--- src/rtl/getf_pkg.sv ---
package getf_pkg;

   localparam int MAX_DIM     = 4096;
   localparam int COORD_W     = 12;
   localparam int COORD_LIMIT = (MAX_DIM - 1 > 4095) ? 4095 : MAX_DIM - 1;

   localparam int ADDR_W = 5;
   localparam int DATA_W = 32;

   localparam int T_W   = 17;
   localparam logic [T_W-1:0] T_ONE = 17'h10000;

   localparam int DIFF_W   = 30;
   localparam int SCALED_W = 46;

   // register index codes
   localparam logic [2:0] REG_TOP_RGB    = 3'd0;
   localparam logic [2:0] REG_BOTTOM_RGB = 3'd1;
   localparam logic [2:0] REG_GAIN       = 3'd2;
   localparam logic [2:0] REG_DIR_COS    = 3'd3;
   localparam logic [2:0] REG_DIR_SIN    = 3'd4;
   localparam logic [2:0] REG_PROJ_MIN   = 3'd5;
   localparam logic [2:0] REG_RANGE_RCP  = 3'd6;

   typedef struct packed {
      logic [23:0]        top_rgb;
      logic [23:0]        bottom_rgb;
      logic [11:0]        gain;
      logic signed [15:0] dir_cos;
      logic signed [15:0] dir_sin;
      logic signed [27:0] proj_min;
      logic [16:0]        range_rcp;
   } getf_cfg_type;

   typedef struct packed {
      logic           valid;
      logic [7:0]     alpha;
      logic [T_W-1:0] t;
   } getf_tpos_type;

endpackage

--- src/rtl/getf_csr.sv ---
module getf_csr (
   input  logic                          clock,
   input  logic                          reset,
   input  logic                          psel,
   input  logic                          penable,
   input  logic                          pwrite,
   input  logic [getf_pkg::ADDR_W-1:0]   paddr,
   input  logic [getf_pkg::DATA_W-1:0]   pwdata,
   output logic [getf_pkg::DATA_W-1:0]   prdata,
   output logic                          pready,
   output getf_pkg::getf_cfg_type        cfg
);

   getf_pkg::getf_cfg_type cfg_ff;
   getf_pkg::getf_cfg_type cfg_in;
   logic                   wr_en;
   logic [2:0]             reg_idx;

   assign pready  = 1'b1;
   assign wr_en   = psel & penable & pwrite & pready;
   assign reg_idx = paddr[getf_pkg::ADDR_W-1:2];

   always_comb begin
      cfg_in = cfg_ff;
      if (wr_en) begin
         unique case (reg_idx)
            getf_pkg::REG_TOP_RGB:    cfg_in.top_rgb    = pwdata[23:0];
            getf_pkg::REG_BOTTOM_RGB: cfg_in.bottom_rgb = pwdata[23:0];
            getf_pkg::REG_GAIN:       cfg_in.gain       = pwdata[11:0];
            getf_pkg::REG_DIR_COS:    cfg_in.dir_cos    = $signed(pwdata[15:0]);
            getf_pkg::REG_DIR_SIN:    cfg_in.dir_sin    = $signed(pwdata[15:0]);
            getf_pkg::REG_PROJ_MIN:   cfg_in.proj_min   = $signed(pwdata[27:0]);
            getf_pkg::REG_RANGE_RCP:  cfg_in.range_rcp  = pwdata[16:0];
            default: ;
         endcase
      end
   end

   always_ff @(posedge clock) begin
      if (reset) begin
         cfg_ff.top_rgb    <= 24'hFFFFFF;
         cfg_ff.bottom_rgb <= 24'hFFFFFF;
         cfg_ff.gain       <= 12'd256;
         cfg_ff.dir_cos    <= 16'sd0;
         cfg_ff.dir_sin    <= 16'sd16384;
         cfg_ff.proj_min   <= 28'sd0;
         cfg_ff.range_rcp  <= 17'h10000;
      end else begin
         cfg_ff <= cfg_in;
      end
   end

   always_comb begin
      unique case (reg_idx)
         getf_pkg::REG_TOP_RGB:    prdata = {8'd0, cfg_ff.top_rgb};
         getf_pkg::REG_BOTTOM_RGB: prdata = {8'd0, cfg_ff.bottom_rgb};
         getf_pkg::REG_GAIN:       prdata = {20'd0, cfg_ff.gain};
         getf_pkg::REG_DIR_COS:    prdata = {{16{cfg_ff.dir_cos[15]}}, cfg_ff.dir_cos};
         getf_pkg::REG_DIR_SIN:    prdata = {{16{cfg_ff.dir_sin[15]}}, cfg_ff.dir_sin};
         getf_pkg::REG_PROJ_MIN:   prdata = {{4{cfg_ff.proj_min[27]}}, cfg_ff.proj_min};
         getf_pkg::REG_RANGE_RCP:  prdata = {15'd0, cfg_ff.range_rcp};
         default:                  prdata = '0;
      endcase
   end

   assign cfg = cfg_ff;

endmodule

--- config.mk ---
export PLATFORM = sky130hd
export DESIGN_NAME = getf_csr
export DESIGN_NICKNAME = d
export VERILOG_FILES = /design/src/rtl/getf_pkg.sv /design/src/rtl/getf_csr.sv
export SDC_FILE = /design/constraint.sdc
export NUM_CORES = 1
export LEC_CHECK = 0
export BUFFER_PORTS_ARGS = -buffer_cell sky130_fd_sc_hd__buf_2
export CAP_MARGIN = 5
export CORE_UTILIZATION = 55
export DETAILED_ROUTE_END_ITERATION = 10
export GPL_TIMING_DRIVEN = 0
export PLACE_DENSITY = 0.86
export SLEW_MARGIN = 20
export SYNTH_ARGS = -nofsm -noshare
export SYNTH_HDL_FRONTEND = slang
export SYNTH_SLANG_ARGS = --single-unit
--- constraint.sdc ---
create_clock -name clock -period 2 [get_ports clock]
set_input_delay 0.1 -clock clock [delete_from_list [all_inputs] [get_ports clock]]
set_output_delay 0.1 -clock clock [all_outputs]
set_load 0.005 [all_outputs]
==> impl_metrics.ini <==
[run_status]
status = finished, violations left
failed_checks = design-rule violations

[floorplan]
num_rows = 39
die-area_um2 = 12300
die_w_um = 111
start_util_pct = 56.7
die_y_um = 111
num_io_pins = 212
core_um2 = 11500

[synth]
synthDistinctLibCells = 33
synth-simple-area-share_pct = 19.0
synth.cell_area_um2 = 6530
syn_inst = 680
ys_ff_latch = 137
synth_compound_area_share_pct = 10.8
muxShareOfSynthArea_pct = 23.0
synth-edff-count = 0
syn_nets = 722
syn_avg_cell_area_um2 = 9.61
async_flop_share_pct = 0
synth_area_leaders = dfxtp_1 (42%), mux2i_1 (20%), nand2b_1 (10%)
synth_top_area_share_pct = 42.0
yosysSeqAreaShare_pct = 42.0
synth_top_family_by_area = multiplexers
synth_largest_area_cell = dfxtp_1
ys_warn_count = 0
synthAdderAreaFrac_pct = 0
synth_xor_area_share_pct = 0
synth_flop_cell = dfxtp_1

[route]
ant_nets = 0
viasPerCell = 6.07
routedWlPerCell_um = 21.3
vias = 6574
drt-total-wl_um = 23000
firstDrtPassIters = 8
maxUsedRoutingLayer = met4
wl_met3_um = 2380
wl_met2_um = 10600
met1_length_um = 8860
drc_errors = 18
drtIter0Drc = 689

[cts]
tritoncts = built
clock_path_buffers = 2
clk_latency_ns = 0.43
htreeDepth = 4
clkSlewWorstSetupHoldPaths_ns = 0.06
numCtsBuffers = 17
cts_sinks = 137
post-cts-setup-buffer-count = 0
cts_root_buf = clkbuf_16

[timing]
drv_slew = 0
fin_crit_ns = 1.96
hold_viol = 0
rsz0062_at_grt = no
finalSetupViolCount = 0
maxClockFrequency_mhz = 510
relSlewSlack_pct = 46.5
tightest_slew_ns = 0.803
finalCritPeriodShare_pct = 98.0
fin_skew_ns = 0

[cells_and_area]
layout_common_cells = buf_2 (217), dfxtp_1 (137), mux2i_1 (130)
drive_gt1_share_pct = 31.6
syn2layout_area_growth_pct = 33.7
final_cell_area_um2 = 8740
fin_util_pct = 75.9
layout_commonest_cell = buf_2
num-nets-final = 968
largest_register_ffs = 137

[place]
hpwlAfterDp_um = 15100
dpl_cell_area_um2 = 7720
gp_congestion = 0.862
io_buffers = 202

[power_and_ir_drop]
power_density_nw_per_um2 = 832
finalPower_mw = 7.27
p_leak_nw = 3.89
ir_drop_uv = 540

[flow_run]
drv_cap = 0

[critical_path]
r2r-start = cfg[76]
crit_arrival_ns = 1.86
r2r_cells = 3
cp-start-kind = primary input
critical_path.cell_chain = buf_2 -> clkbuf_4 -> and3b_1 -> clkbuf_1 -> nand2_1 -> nand2_1 -> buf_4 -> buf_2
worstSetupPathDepth = 8
end_kind = output pin
critPathTopFamily = buffers and inverters
critPathKind = primary input to output pin
ff2ff_setup_slack_ns = 1.16
cpMaxStageDelayCell = clkbuf_1
crit_buf_inv = 5
critical_path.max_fanout = 10
cp_slowest_stage_delay_ns = 0.50
timing.rr.end = cfg[76]
required_ns = 1.90

[global_route]
grt_pass1_wl_um = 35400
grt_usage_pct = 37.7
grt_antenna_before_repair = 1
grt_overflow = 0
grt_max_degree = 17
first_global_vias = 6537

[min_path]
hold_depth = 3
hold_class = primary input to flop
min_from = pwdata[8]
holdPathEnd = cfg[85]
Yosys cell counts, types with 2 or more instances:
cell      number
or3_1          2
a32oi_1       19
buf_2         17
nor2_1        78
mux2_2        18
o221ai_1       9
mux2i_1      130
clkbuf_1      30
nor2b_1       19
nand2b_1     106
or2_2          3
buf_6          4
nand2_1       10
o211ai_1      12
and2_1         2
buf_4         11
dfxtp_1      137
a22oi_1       25
and3b_1        2
o21ai_0       33
metal layers:
layer  track usage [%]  vias to the layer above
met5                 0                        -
met4              25.0                        0
met3              10.6                       93
met2              59.9                      461
met1              44.6                     3146
li1                  -                     2874
worst max path at each step:
stage / endpoint / startpoint / slack (ns)
finish: prdata[30] / paddr[3] / 0.04
global placement: prdata[11] / paddr[3] / -0.09
detailed placement: prdata[11] / paddr[3] / -0.11
floorplan: prdata[28] / paddr[3] / 0.60
global route: prdata[28] / paddr[3] / 0.01
CTS: prdata[11] / paddr[2] / 0.009
worst min-delay path, cell delays in order:
cell and delay, ns:
buf_2 0.11, nor2_1 0.08, mux2i_1 0.12
kinds of logic after synthesis:
kind of cell | after synthesis
simple gates | 228
mux | 148
flops | 137
compound gates | 101
buf+inv | 65
other cells | 1
cell type report:
type                            instances  area [um^2]
Clock inverter                         14          292
Sequential cell                       137         2740
Buffer                                 63          339
Clock buffer                           18          439
Inverter                                2         7.51
Timing Repair Buffer                  227         1260
Tap cell                              143          179
Fill cell                             791         2780
Multi-Input combinational cell        478         3470
Antenna cell                            1         2.50
through the flow:
stage	hold slack (ns)	setup WS, ns	std cells	TNS (ns)
global route	0.0209	0.0114	1083	0
CTS	0.00727	0.00884	1082	0
finish	0.0101	0.0407	1083	0
floorplan	0.255	0.596	680	0
global placement	0.371	-0.0941	1025	-0.768
detailed placement	0.374	-0.106	1025	-0.733
power by group:
group	total (mW)	switching [mW]	internal, mW
logic	0.589	0.349	0.241
registers	2.77	0.0182	2.75
clock network	3.91	1.28	2.64
timing repair:
action	4_1_cts	5_1_grt
hold endpoints to repair	45	0
hold buffers	25	0
endpoints found under the setup margin	16	22
pin swaps	0	0
gates resized for setup	3	9
No activity file was read; power rests on OpenSTA's default activity.
