File: config.mk
export PLATFORM = sky130hd
export DESIGN_NAME = getf_proj
export DESIGN_NICKNAME = d
export VERILOG_FILES = /design/src/rtl/getf_pkg.sv /design/src/rtl/getf_proj.sv
export SDC_FILE = /design/constraint.sdc
export NUM_CORES = 2
export LEC_CHECK = 0
export BUFFER_PORTS_ARGS = -buffer_cell sky130_fd_sc_hd__buf_2
export CELL_PAD_IN_SITES_DETAIL_PLACEMENT = 1
export CELL_PAD_IN_SITES_GLOBAL_PLACEMENT = 1
export CORE_MARGIN = 3
export CORE_UTILIZATION = 54
export DETAILED_ROUTE_END_ITERATION = 7
export PLACE_DENSITY_LB_ADDON = 0.1
export REMOVE_ABC_BUFFERS = 1
export SLEW_MARGIN = 20
export SYNTH_ARGS = -nofsm -noshare
export SYNTH_HDL_FRONTEND = slang
export SYNTH_SLANG_ARGS = --single-unit
File: constraint.sdc
create_clock -name clock -period 12.9 [get_ports clock]
set_input_delay 0.645 -clock clock [delete_from_list [all_inputs] [get_ports clock]]
set_output_delay 0.645 -clock clock [all_outputs]
set_load 0.01 [all_outputs]
File: src/rtl/getf_pkg.sv
package getf_pkg;

   localparam int MAX_DIM     = 4096;
   localparam int COORD_W     = 12;
   localparam int COORD_LIMIT = (MAX_DIM - 1 > 4095) ? 4095 : MAX_DIM - 1;

   localparam int ADDR_W = 5;
   localparam int DATA_W = 32;

   localparam int T_W   = 17;
   localparam logic [T_W-1:0] T_ONE = 17'h10000;

   localparam int DIFF_W   = 30;
   localparam int SCALED_W = 46;

   // register index codes
   localparam logic [2:0] REG_TOP_RGB    = 3'd0;
   localparam logic [2:0] REG_BOTTOM_RGB = 3'd1;
   localparam logic [2:0] REG_GAIN       = 3'd2;
   localparam logic [2:0] REG_DIR_COS    = 3'd3;
   localparam logic [2:0] REG_DIR_SIN    = 3'd4;
   localparam logic [2:0] REG_PROJ_MIN   = 3'd5;
   localparam logic [2:0] REG_RANGE_RCP  = 3'd6;

   typedef struct packed {
      logic [23:0]        top_rgb;
      logic [23:0]        bottom_rgb;
      logic [11:0]        gain;
      logic signed [15:0] dir_cos;
      logic signed [15:0] dir_sin;
      logic signed [27:0] proj_min;
      logic [16:0]        range_rcp;
   } getf_cfg_type;

   typedef struct packed {
      logic           valid;
      logic [7:0]     alpha;
      logic [T_W-1:0] t;
   } getf_tpos_type;

endpackage

File: src/rtl/getf_proj.sv
module getf_proj (
   input  logic                            clock,
   input  logic                            reset,
   input  logic                            in_valid,
   input  logic [getf_pkg::COORD_W-1:0]    pixel_x,
   input  logic [getf_pkg::COORD_W-1:0]    pixel_y,
   input  logic [7:0]                      alpha,
   input  getf_pkg::getf_cfg_type          cfg,
   output getf_pkg::getf_tpos_type         tpos
);

   localparam logic [getf_pkg::COORD_W-1:0] CoordMax =
      getf_pkg::COORD_W'(getf_pkg::COORD_LIMIT);

   logic [getf_pkg::COORD_W-1:0] x_sat;
   logic [getf_pkg::COORD_W-1:0] y_sat;

   // stage 1: coordinate products
   logic               v1_ff;
   logic [7:0]         alpha1_ff;
   logic signed [28:0] prod_x1_ff, prod_x1_in;
   logic signed [28:0] prod_y1_ff, prod_y1_in;

   // stage 2: offset projection
   logic                                v2_ff;
   logic [7:0]                          alpha2_ff;
   logic signed [getf_pkg::DIFF_W-1:0]  diff2_ff, diff2_in;

   // stage 3: scale by reciprocal range
   logic                                v3_ff;
   logic [7:0]                          alpha3_ff;
   logic                                pos3_ff, pos3_in;
   logic [getf_pkg::SCALED_W-1:0]       scaled3_ff, scaled3_in;

   // stage 4: clamp to [0, 1]
   logic                                v4_ff;
   logic [7:0]                          alpha4_ff;
   logic [getf_pkg::T_W-1:0]            t4_ff, t4_in;

   assign x_sat = (pixel_x > CoordMax) ? CoordMax : pixel_x;
   assign y_sat = (pixel_y > CoordMax) ? CoordMax : pixel_y;

   assign prod_x1_in = $signed({1'b0, x_sat}) * cfg.dir_cos;
   assign prod_y1_in = $signed({1'b0, y_sat}) * cfg.dir_sin;

   assign diff2_in = getf_pkg::DIFF_W'(prod_x1_ff) + getf_pkg::DIFF_W'(prod_y1_ff)
                   - getf_pkg::DIFF_W'(cfg.proj_min);

   assign pos3_in    = !diff2_ff[getf_pkg::DIFF_W-1] && (diff2_ff != '0);
   assign scaled3_in = diff2_ff[getf_pkg::DIFF_W-2:0] * cfg.range_rcp;

   always_comb begin
      if (!pos3_ff) begin
         t4_in = '0;
      end else if (scaled3_ff[getf_pkg::SCALED_W-1:14] > 32'(getf_pkg::T_ONE)) begin
         t4_in = getf_pkg::T_ONE;
      end else begin
         t4_in = scaled3_ff[getf_pkg::T_W+13:14];
      end
   end

   always_ff @(posedge clock) begin
      if (reset) begin
         v1_ff <= 1'b0;
         v2_ff <= 1'b0;
         v3_ff <= 1'b0;
         v4_ff <= 1'b0;
      end else begin
         v1_ff <= in_valid;
         v2_ff <= v1_ff;
         v3_ff <= v2_ff;
         v4_ff <= v3_ff;
      end
   end

   always_ff @(posedge clock) begin
      alpha1_ff  <= alpha;
      prod_x1_ff <= prod_x1_in;
      prod_y1_ff <= prod_y1_in;
      alpha2_ff  <= alpha1_ff;
      diff2_ff   <= diff2_in;
      alpha3_ff  <= alpha2_ff;
      pos3_ff    <= pos3_in;
      scaled3_ff <= scaled3_in;
      alpha4_ff  <= alpha3_ff;
      t4_ff      <= t4_in;
   end

   assign tpos.valid = v4_ff;
   assign tpos.alpha = alpha4_ff;
   assign tpos.t     = t4_ff;

   a_t_bounded: assert property (@(posedge clock) disable iff (reset)
      v4_ff |-> (t4_ff <= getf_pkg::T_ONE))
      else $error("gradient position above one");

   a_valid_flow: assert property (@(posedge clock) disable iff (reset)
      1'b1 |=> (v4_ff == $past(v1_ff, 3)) || $past(reset, 3) || $past(reset, 2))
      else $error("valid lost or invented inside projection pipe");

endmodule

==> flow_summary.toml <==
[floorplan]
die-area_mm2 = 0.0690
core_mm2 = 0.0648
io_pins = 198
die_height_um = 263
fp.dieW_um = 263
num_rows = 93
start_util_pct = 54.9

[clock_network]
cts_inserted_buffers = 17
clk_pin_slew_ns = 0.09
cts_resized = 0
cts_buffer_depth = 2
cts_tree = "done"
cts_sinks = 174
cts-root-buf = "clkbuf_16"
holdBufCountCts = 0
h-tree-depth = 4
postCtsSetupRepairBufs = 0
clk_latency_ns = 0.50

[placed_design]
gp_congestion = 0.823
portBuffers = 137
dpl.hpwl_um = 75100

[synthesis]
ys_top_cells_by_area = "fa_1 (44%), inv_1 (12%), ha_1 (9.9%)"
synth_seq_cells = 174
synthArstFlopShare_pct = 0
synth.area.mux_share_pct = 0
synth-compound-area-share_pct = 4.54
synth-seq-area-share_pct = 9.79
yosys_warnings = 0
ys_types = 63
syn_area_mm2 = 0.0356
yosysTopAreaCellShare_pct = 44.3
synthCells = 3986
yosys-top-cells-count = "inv_1 (1108), fa_1 (787), nand2_1 (566), and2_1 (363), ha_1 (282)"
synthAdderAreaFrac_pct = 54.2
synth-simple-area-share_pct = 15.4
syn_avg_cell_area_um2 = 8.92
synth_top_family_by_area = "adder cells"
post-synth-top-count-cell = "inv_1"
synth-xor-area-share_pct = 2.73
synth_top_flop_cell = "dfxtp_1"
synth-edff-count = 0
yosys.area.top_type = "fa_1"

[layout]
syn_to_final_growth_pct = 5.08
fillers = 7642
nets = 5232
drive_gt1_share_pct = 4.82

[drt]
dr.first_iter.drc_count = 1025
drc_errors = 0
final_antenna_net_count = 0
wl_per_cell_um = 19.3
finalWirelength_um = 94000
via_per_inst = 5.33
dr.pass1.iters = 5
via_count = 25904

[sta]
relSlewSlack_pct = 32.1
worst_pin_slew_ns = 1.02
max_freq_ghz = 0.139
rsz0062_at_grt = "false"
finalMaxSlewViolations = 0
finalCritPeriodShare_pct = 55.9
skew_ns = 0.0156
hold_viol = 0
setup_tns_ns = 0
fin_crit_ns = 7.21
setup_viol = 0

[min_path]
hold_path_class = "in -> reg"

[grt]
grt_antenna_before_repair = 1
overflow = 0
grt_use_total_pct = 28.7
grt_max_degree = 30
grt_pass1_wl_um = 156000
grt_pass1_vias = 30230

[critical_path]
cp_common_cell = "fa_1"
slowest_delay_ns = 1.00
slowest_stage = "dfxtp_1"
cp_max_fo = 18
crit_path_end_kind = "flip-flop"
start_kind = "flip-flop"
worst_ep_required_time_ns = 13.33
critical_path_arrival_ns = 7.64
crit_type = "reg -> reg"
cp_cell_sequence = "nand2_1 > fa_1 > inv_1 > fa_1 > fa_1 > fa_1 > fa_1 > inv_1 > fa_1 > inv_1 > ha_1 > a21o_1 > a21oi_1 > nand3_1 > nor3b_4 > nor4b_2 > o211ai_2 > a21oi_2 > o41ai_4 > or4b_1 > o211ai_1"

[job]
maxCapViolations = 0

[outcome]
status = "finished, final reports clean"
layout make-up:
| class | instances | area, um2 | share of cell area [%] |
|---|---|---|---|
| clock inverter | 15 | 166 | 0.445 |
| tap | 855 | 1070 | 2.86 |
| antenna | 1 | 2.50 | 0.00670 |
| sequential | 174 | 3480 | 9.32 |
| inverter | 1108 | 4160 | 11.1 |
| multi-input combinational | 2546 | 27300 | 73.1 |
| clock buffer | 17 | 425 | 1.14 |
| timing repair buffer | 144 | 738 | 1.98 |
routing by layer:
metal / vias up / track usage, % / wire length [um] / part of all wire [%]
met5: - / 0 / 0 / 0
met2: 612 / 52.5 / 49600 / 53
met1: 13608 / 34.7 / 37200 / 40
li1: 11501 / - / - / -
met3: 183 / 3.37 / 3930 / 4.2
met4: 0 / 10.7 / 3320 / 3.5
path summary, 6_finish.rpt:
path,startpoint,cells past startpoint,to,slack [ns]
worst max register to register,diff2_ff[7],21,scaled3_ff[40],5.69
worst min register to register,alpha2_ff[7],0,alpha3_ff[7],0.33
worst min-delay path,alpha[4],1,alpha1_ff[4],0.24
worst max-delay path,diff2_ff[7],21,scaled3_ff[40],5.69
state kept, by name, indices dropped and copies added, names as in the netlist:
name	count
v2_ff	1
v3_ff	1
alpha4_ff	8
prod_y1_ff	29
alpha1_ff	8
prod_x1_ff	29
alpha2_ff	8
v4_ff	1
pos3_ff	1
alpha3_ff	8
v1_ff	1
diff2_ff	30
scaled3_ff	32
t4_ff	17
critical path, delay by kind of cell (launching register included):
kind / cells / cell delay, ns
AOI/OAI and AO/OA: 6 / 1.37
buffers and inverters: 3 / 0.17
adders and majority gates: 7 / 3.37
and+or+nand+nor: 5 / 1.24
DFF: 1 / 1.00
metrics by stage:
step                      hold slack (ns)  setup WS [ns]  instances  utilization (%)  instance area [um2]
final                               0.236           5.69       4860             57.7                37400
after global routing                0.211           5.32       4859             57.7                37400
after CTS                           0.199           5.68       4859             57.7                37400
after detailed placement            0.313           5.30       4827             56.7                36800
after global placement              0.310           5.48       4827             56.7                36800
after floorplan                     0.310           6.65       3828                -                35000
logic make-up after synthesis:
kind of cell    count (synthesis)
buf+inv                      1266
simple gates                 1119
fa+ha+maj                    1069
compound gates                247
flops                         174
xor+xnor                      111
cell usage in the layout, fill, tap and decap left out, types with 18 or more instances in the layout:
cell / synthesis / routed
a21o_1: 38 / 38
a21oi_1: 86 / 86
and2_1: 363 / 363
buf_2: 0 / 137
dfxtp_1: 174 / 174
fa_1: 787 / 787
ha_1: 282 / 282
inv_1: 1108 / 1108
nand2_1: 566 / 566
nor2_1: 53 / 53
nor2b_1: 18 / 18
o21ai_0: 36 / 36
xnor2_1: 76 / 76
xor2_1: 35 / 35
Power is left out: the tool's default activity adds up to more than one toggle a clock period on the data nets, which glitch-free logic cannot reach.
