$ cat src/rtl/getf_pkg.sv
package getf_pkg;

   localparam int MAX_DIM     = 4096;
   localparam int COORD_W     = 12;
   localparam int COORD_LIMIT = (MAX_DIM - 1 > 4095) ? 4095 : MAX_DIM - 1;

   localparam int ADDR_W = 5;
   localparam int DATA_W = 32;

   localparam int T_W   = 17;
   localparam logic [T_W-1:0] T_ONE = 17'h10000;

   localparam int DIFF_W   = 30;
   localparam int SCALED_W = 46;

   // register index codes
   localparam logic [2:0] REG_TOP_RGB    = 3'd0;
   localparam logic [2:0] REG_BOTTOM_RGB = 3'd1;
   localparam logic [2:0] REG_GAIN       = 3'd2;
   localparam logic [2:0] REG_DIR_COS    = 3'd3;
   localparam logic [2:0] REG_DIR_SIN    = 3'd4;
   localparam logic [2:0] REG_PROJ_MIN   = 3'd5;
   localparam logic [2:0] REG_RANGE_RCP  = 3'd6;

   typedef struct packed {
      logic [23:0]        top_rgb;
      logic [23:0]        bottom_rgb;
      logic [11:0]        gain;
      logic signed [15:0] dir_cos;
      logic signed [15:0] dir_sin;
      logic signed [27:0] proj_min;
      logic [16:0]        range_rcp;
   } getf_cfg_type;

   typedef struct packed {
      logic           valid;
      logic [7:0]     alpha;
      logic [T_W-1:0] t;
   } getf_tpos_type;

endpackage

$ cat src/rtl/getf_shade.sv
module getf_shade (
   input  logic                     clock,
   input  logic                     reset,
   input  getf_pkg::getf_tpos_type  tpos,
   input  getf_pkg::getf_cfg_type   cfg,
   output logic                     out_valid,
   output logic [31:0]              out_argb
);

   localparam int Lanes = 3;

   logic [getf_pkg::T_W-1:0] inv_t;

   // stage 5: weighted colour terms
   logic        v5_ff;
   logic [7:0]  alpha5_ff;
   logic [24:0] wt_top5_ff [Lanes];
   logic [24:0] wt_bot5_ff [Lanes];
   logic [24:0] wt_top5_in [Lanes];
   logic [24:0] wt_bot5_in [Lanes];

   // stage 6: blended channel times gain
   logic        v6_ff;
   logic [7:0]  alpha6_ff;
   logic [19:0] gained6_ff [Lanes];
   logic [19:0] gained6_in [Lanes];
   logic [24:0] blend_sum  [Lanes];

   // stage 7: saturate and pack
   logic        v7_ff;
   logic [31:0] argb7_ff, argb7_in;
   logic [7:0]  chan_sat   [Lanes];
   logic [11:0] chan_full  [Lanes];

   assign inv_t = getf_pkg::T_ONE - tpos.t;

   for (genvar i = 0; i < Lanes; i++) begin : g_lane
      assign wt_top5_in[i] = 25'(cfg.top_rgb[8*i +: 8] * inv_t);
      assign wt_bot5_in[i] = 25'(cfg.bottom_rgb[8*i +: 8] * tpos.t);
      assign blend_sum[i]  = wt_top5_ff[i] + wt_bot5_ff[i];
      assign gained6_in[i] = blend_sum[i][23:16] * cfg.gain;
      assign chan_full[i]  = gained6_ff[i][19:8];
      assign chan_sat[i]   = (chan_full[i] > 12'd255) ? 8'hFF : chan_full[i][7:0];

      always_ff @(posedge clock) begin
         wt_top5_ff[i] <= wt_top5_in[i];
         wt_bot5_ff[i] <= wt_bot5_in[i];
         gained6_ff[i] <= gained6_in[i];
      end
   end

   // transparent pixels give an all-zero word
   assign argb7_in = (alpha6_ff == 8'd0) ? 32'd0
                   : {alpha6_ff, chan_sat[2], chan_sat[1], chan_sat[0]};

   always_ff @(posedge clock) begin
      if (reset) begin
         v5_ff <= 1'b0;
         v6_ff <= 1'b0;
         v7_ff <= 1'b0;
      end else begin
         v5_ff <= tpos.valid;
         v6_ff <= v5_ff;
         v7_ff <= v6_ff;
      end
   end

   always_ff @(posedge clock) begin
      alpha5_ff <= tpos.alpha;
      alpha6_ff <= alpha5_ff;
      argb7_ff  <= argb7_in;
   end

   assign out_valid = v7_ff;
   assign out_argb  = argb7_ff;

   a_zero_alpha: assert property (@(posedge clock) disable iff (reset)
      (v7_ff && (argb7_ff[31:24] == 8'd0)) |-> (argb7_ff == 32'd0))
      else $error("transparent word carries colour");

endmodule
$ cat config.mk
export PLATFORM = sky130hd
export DESIGN_NAME = getf_shade
export DESIGN_NICKNAME = d
export VERILOG_FILES = /design/src/rtl/getf_pkg.sv /design/src/rtl/getf_shade.sv
export SDC_FILE = /design/constraint.sdc
export NUM_CORES = 2
export LEC_CHECK = 0
export BUFFER_PORTS_ARGS = -buffer_cell sky130_fd_sc_hd__buf_2
export CAP_MARGIN = 20
export CORE_MARGIN = 2
export CORE_UTILIZATION = 27
export CTS_BUF_LIST = sky130_fd_sc_hd__clkbuf_4 sky130_fd_sc_hd__clkbuf_8 sky130_fd_sc_hd__clkbuf_16
export DETAILED_ROUTE_END_ITERATION = 6
export GPL_TIMING_DRIVEN = 0
export PLACE_DENSITY = 0.51
export SETUP_SLACK_MARGIN = 0.15
export SLEW_MARGIN = 0
export SYNTH_ARGS = -nofsm -noshare
export SYNTH_HDL_FRONTEND = slang
export SYNTH_SLANG_ARGS = --single-unit
$ cat constraint.sdc
create_clock -name clock -period 8.5 [get_ports clock]
set_clock_uncertainty 0.05 [all_clocks]
set_input_delay 0.85 -clock clock [delete_from_list [all_inputs] [get_ports clock]]
set_output_delay 0.85 -clock clock [all_outputs]
set_load 0.02 [all_outputs]
==> summary by stage <==
Run status
The flow ran to the end, and the final reports show no timing, DRC or antenna violations.

Synth
By area, the combinational part of the netlist is dominated by adder cells. The multiplexer fraction of the synthesized cell area is 0.000285. For this run, the number of Yosys warnings is 0. The share of synthesized area in the top cell type comes to 0.360. Sorting the synthesized cells by how often they occur yields inv_1 (729), fa_1 (711), and2_1 (566), nand2_1 (556), ha_1 (436). The most frequently used cell type in the post-synthesis netlist is inv_1. The summed instance area of the synthesized netlist is ~0.039 mm2. In this run the mean area of a mapped cell was 9.11 um2. Of the total synthesized cell area, the portion taken by full adders, half adders and majority gates is 0.499.

fa_1 takes more of the synthesized area than any other cell. The number of enable-type register cells in the synthesized netlist is 0. In the synthesized netlist, the number of instances is 4334. The xor/xnor share of the synthesized area is 0.0419. The post-synthesis share of cell area spent on and, or, nand and nor gates is 0.182. The number of synthesized register bits is between 200 and 250. For this run, asynchronously set or reset flops after synthesis account for 0. The fraction of the mapped netlist area in compound gates was 0.0707. By area the synthesized netlist is led by fa_1 (36%), ha_1 (14%), dfxtp_1 (12%).

Among all flip-flop cells after synthesis, the most frequent one is dfxtp_1. The number of distinct library cells after synthesis is 72. The synthesized net count is between 5000 and 6000.

Of the synthesized area, sequential elements account for 0.117.

Clock tree
The H-tree depth is 1. The CTS tree is done. The worst-skew pair later-pin latency is 0.60 ns. After clock tree synthesis, the flow added hold-fix buffers numbering 0. The longest clock path from root to sink contains 3 buffers. Clock-pin slew was measured on the worst setup and hold paths at 0.06 ns. The root buffer selected by CTS is clkbuf_16. The clock sink count is approximately 230. The number of clock buffers added by TritonCTS is 26.

STA
The final count of hold timing violations is 0. The worst slew margin relative to its limit is 0.276. The actual slew at the worst max-slew pin is 1.07 ns.

In the final timing run, aggregate negative setup slack is 0 ns. Setup violations remaining at the end of the flow were counted as 0. The count of final max-slew check failures came to 0. The final critical delay including setup and external delays is 7.96 ns. The final period utilization is 0.937. The achievable clock frequency is between 0.1 and 0.15 GHz. Setup repair after global routing could not meet its margin everywhere.

Die
The initialized floorplan defines 140 standard-cell rows. between 150 and 200 I/O pins were placed. The initial utilization of the core area, before any placement, comes to 0.272. The area inside the core boundary is about 0.15 mm2. The y dimension of the die is 386 um. The floorplan step set the die width to about 390 um. The floorplan die area is between 0.1 and 0.15 mm2.

Worst setup path
For this run, the slowest stage of the critical path takes roughly 0.61 ns. The launching element type of the critical path is an input pin. The data arrival time at the worst-slack endpoint is 8.31 ns. Of all nets on the critical path, the largest fanout is 14.

The standard cell with the maximum stage delay on the critical path is clkbuf_1. The number of buffers and inverters on the critical path is 8. The category of the worst setup path capture point is a flop.

The end of the worst register-to-register path is gained6_ff[0][54]$_DFF_P_. The minimum setup slack among reg-to-reg paths is around 0.6 ns. The cell family with the largest share of critical-path delay is adder cells. Data on the critical path is required at its endpoint by 8.85 ns. The category of the critical setup timing path is input pin to flop. The logic depth of the worst register-to-register path is 28. The origin of the critical flop-to-flop path is wt_bot5_ff[0][55]$_DFF_P_.

Global route
The sum of overflow across all layers after global routing is 0. The initial antenna violation count is 24. The first global-routing pass estimated around 180000 um of wire.

The pin count of the biggest net entering global routing is 15. The overall routing resource usage is 0.156. The number of global-route vias before repair came to about 31000.

Route
In the routed layout, each cell is associated on average with a via count of 4.55. The first-pass iteration count of the detailed router is 5. The first-iteration detailed-routing DRC count is between 1000 and 1500. The average detailed-routed wire length per instance is between 15 and 20 um. The detailed router placed between 20000 and 30000 vias in this run. After detailed routing, no signal wire sits above met5. The met2 wire length is about 54000 um.

For this block, the routed nets add up to roughly 120000 um of wire. The post-route met1 wirelength is between 50000 and 60000 um. The detailed route wirelength on metal3 is 6750 um.

The post-route DRC violation count is 0. The count of nets left with antenna violations once routing finished came out at 0.

Worst hold path
The hold path startpoint is alpha5_ff[5]$_DFF_P_. Along the worst hold path, the cell count comes to 0. The min-delay analysis places its worst path in the category flop to flop. For hold timing, the worst endpoint is alpha6_ff[5]$_DFF_P_.

Placed design
The weighted congestion at the end of routability-driven global placement is 0.881. Port buffering added slightly above 90 buffers. The post-DP HPWL is between 90000 and 100000 um.

Layout
The net count of the finished layout is between 5000 and 6000. In the final layout, the share of cells above drive strength 1 is 0.0403. Fill cells in the final layout number roughly 16000.

Compared with the post-synthesis result, the final layout area differs by 9.76%.

Run
The number of max-cap violations is 0.
what timing repair did:
| action | in CTS | in global routing |
|---|---|---|
| buffers inserted | 0 | 0 |
| gates resized for setup | 1 | 3 |
| setup endpoints to repair | 4 | 21 |
worst reg2reg max path: cells and delay by family, from the launching register on:
family / cells / cell delay, ns
compound gates: 12 / 2.76
fa+ha+maj: 6 / 2.52
simple gates: 6 / 1.08
xor+xnor: 2 / 0.64
buf+inv: 2 / 0.46
flops: 1 / 0.31
worst max path at each step:
stage                                  start                         to  slack, ns  cells past startpoint
floorplan           wt_bot5_ff[0][6]$_DFF_P_  gained6_ff[0][19]$_DFF_P_       1.65                     31
global placement                     tpos[0]  wt_top5_ff[0][46]$_DFF_P_      -0.85                     26
detailed placement                   tpos[0]  wt_top5_ff[0][46]$_DFF_P_      -0.57                     27
CTS                                  tpos[0]  wt_top5_ff[0][46]$_DFF_P_       0.16                     26
global route                         tpos[0]  wt_top5_ff[0][46]$_DFF_P_       0.13                     25
finish                               tpos[0]  wt_top5_ff[0][46]$_DFF_P_       0.54                     25
sequential cells by signal, indices dropped and copies added, names as in the netlist:
name	cells
gained6_ff	36
alpha5_ff	8
wt_top5_ff	72
out_argb	32
alpha6_ff	8
wt_bot5_ff	72
v6_ff	1
v5_ff	1
out_valid	1
cells by family (layout without fill, tap and decap cells):
family          after synthesis  count (layout)
simple gates               1419            1419
fa+ha+maj                  1147            1147
buf+inv                     934            1072
compound gates              418             418
flops                       231             231
xor+xnor                    184             184
mux                           1               1
other cells                   0              12
per-stage QoR:
stage	util	setup WS, ns	cell area (um2)	instances	hold slack, ns
finish	0.298	0.539	43300	6401	0.277
global route	0.298	0.130	43300	6392	0.263
CTS	0.298	0.159	43300	6390	0.252
detailed placement	0.291	-0.568	42400	6345	0.262
global placement	0.291	-0.853	42400	6343	0.261
floorplan	-	1.65	39500	4334	0.260
metal layers:
layer	track usage	up-vias
li1	-	13581
met1	0.209	14737
met2	0.264	611
met3	0.0242	158
met4	0.0379	24
met5	0	-
layout make-up:
cell class / count / area, um2 / share of cell area
Buffer: 204 / 786 / 0.0181
Inverter: 729 / 2740 / 0.0631
Multi-Input combinational cell: 3169 / 31300 / 0.723
Tap cell: 1917 / 2400 / 0.0553
Clock inverter: 13 / 231 / 0.00534
Antenna cell: 12 / 30.0 / 0.000693
Sequential cell: 231 / 4620 / 0.107
Clock buffer: 32 / 708 / 0.0163
Timing Repair Buffer: 94 / 483 / 0.0111
cells in the final DEF (no fill, tap or decap), types with 57 or more instances in the layout:
master / instances
nor2_1: 100
o21a_1: 57
and2_1: 566
fa_1: 711
o21ai_0: 62
buf_2: 95
xnor2_1: 141
ha_1: 436
clkbuf_1: 189
a21oi_1: 112
nand2_1: 556
dfxtp_1: 231
inv_1: 729
Power is left out: the tool's default activity adds up to more than one toggle a clock period on the data nets, which glitch-free logic cannot reach.
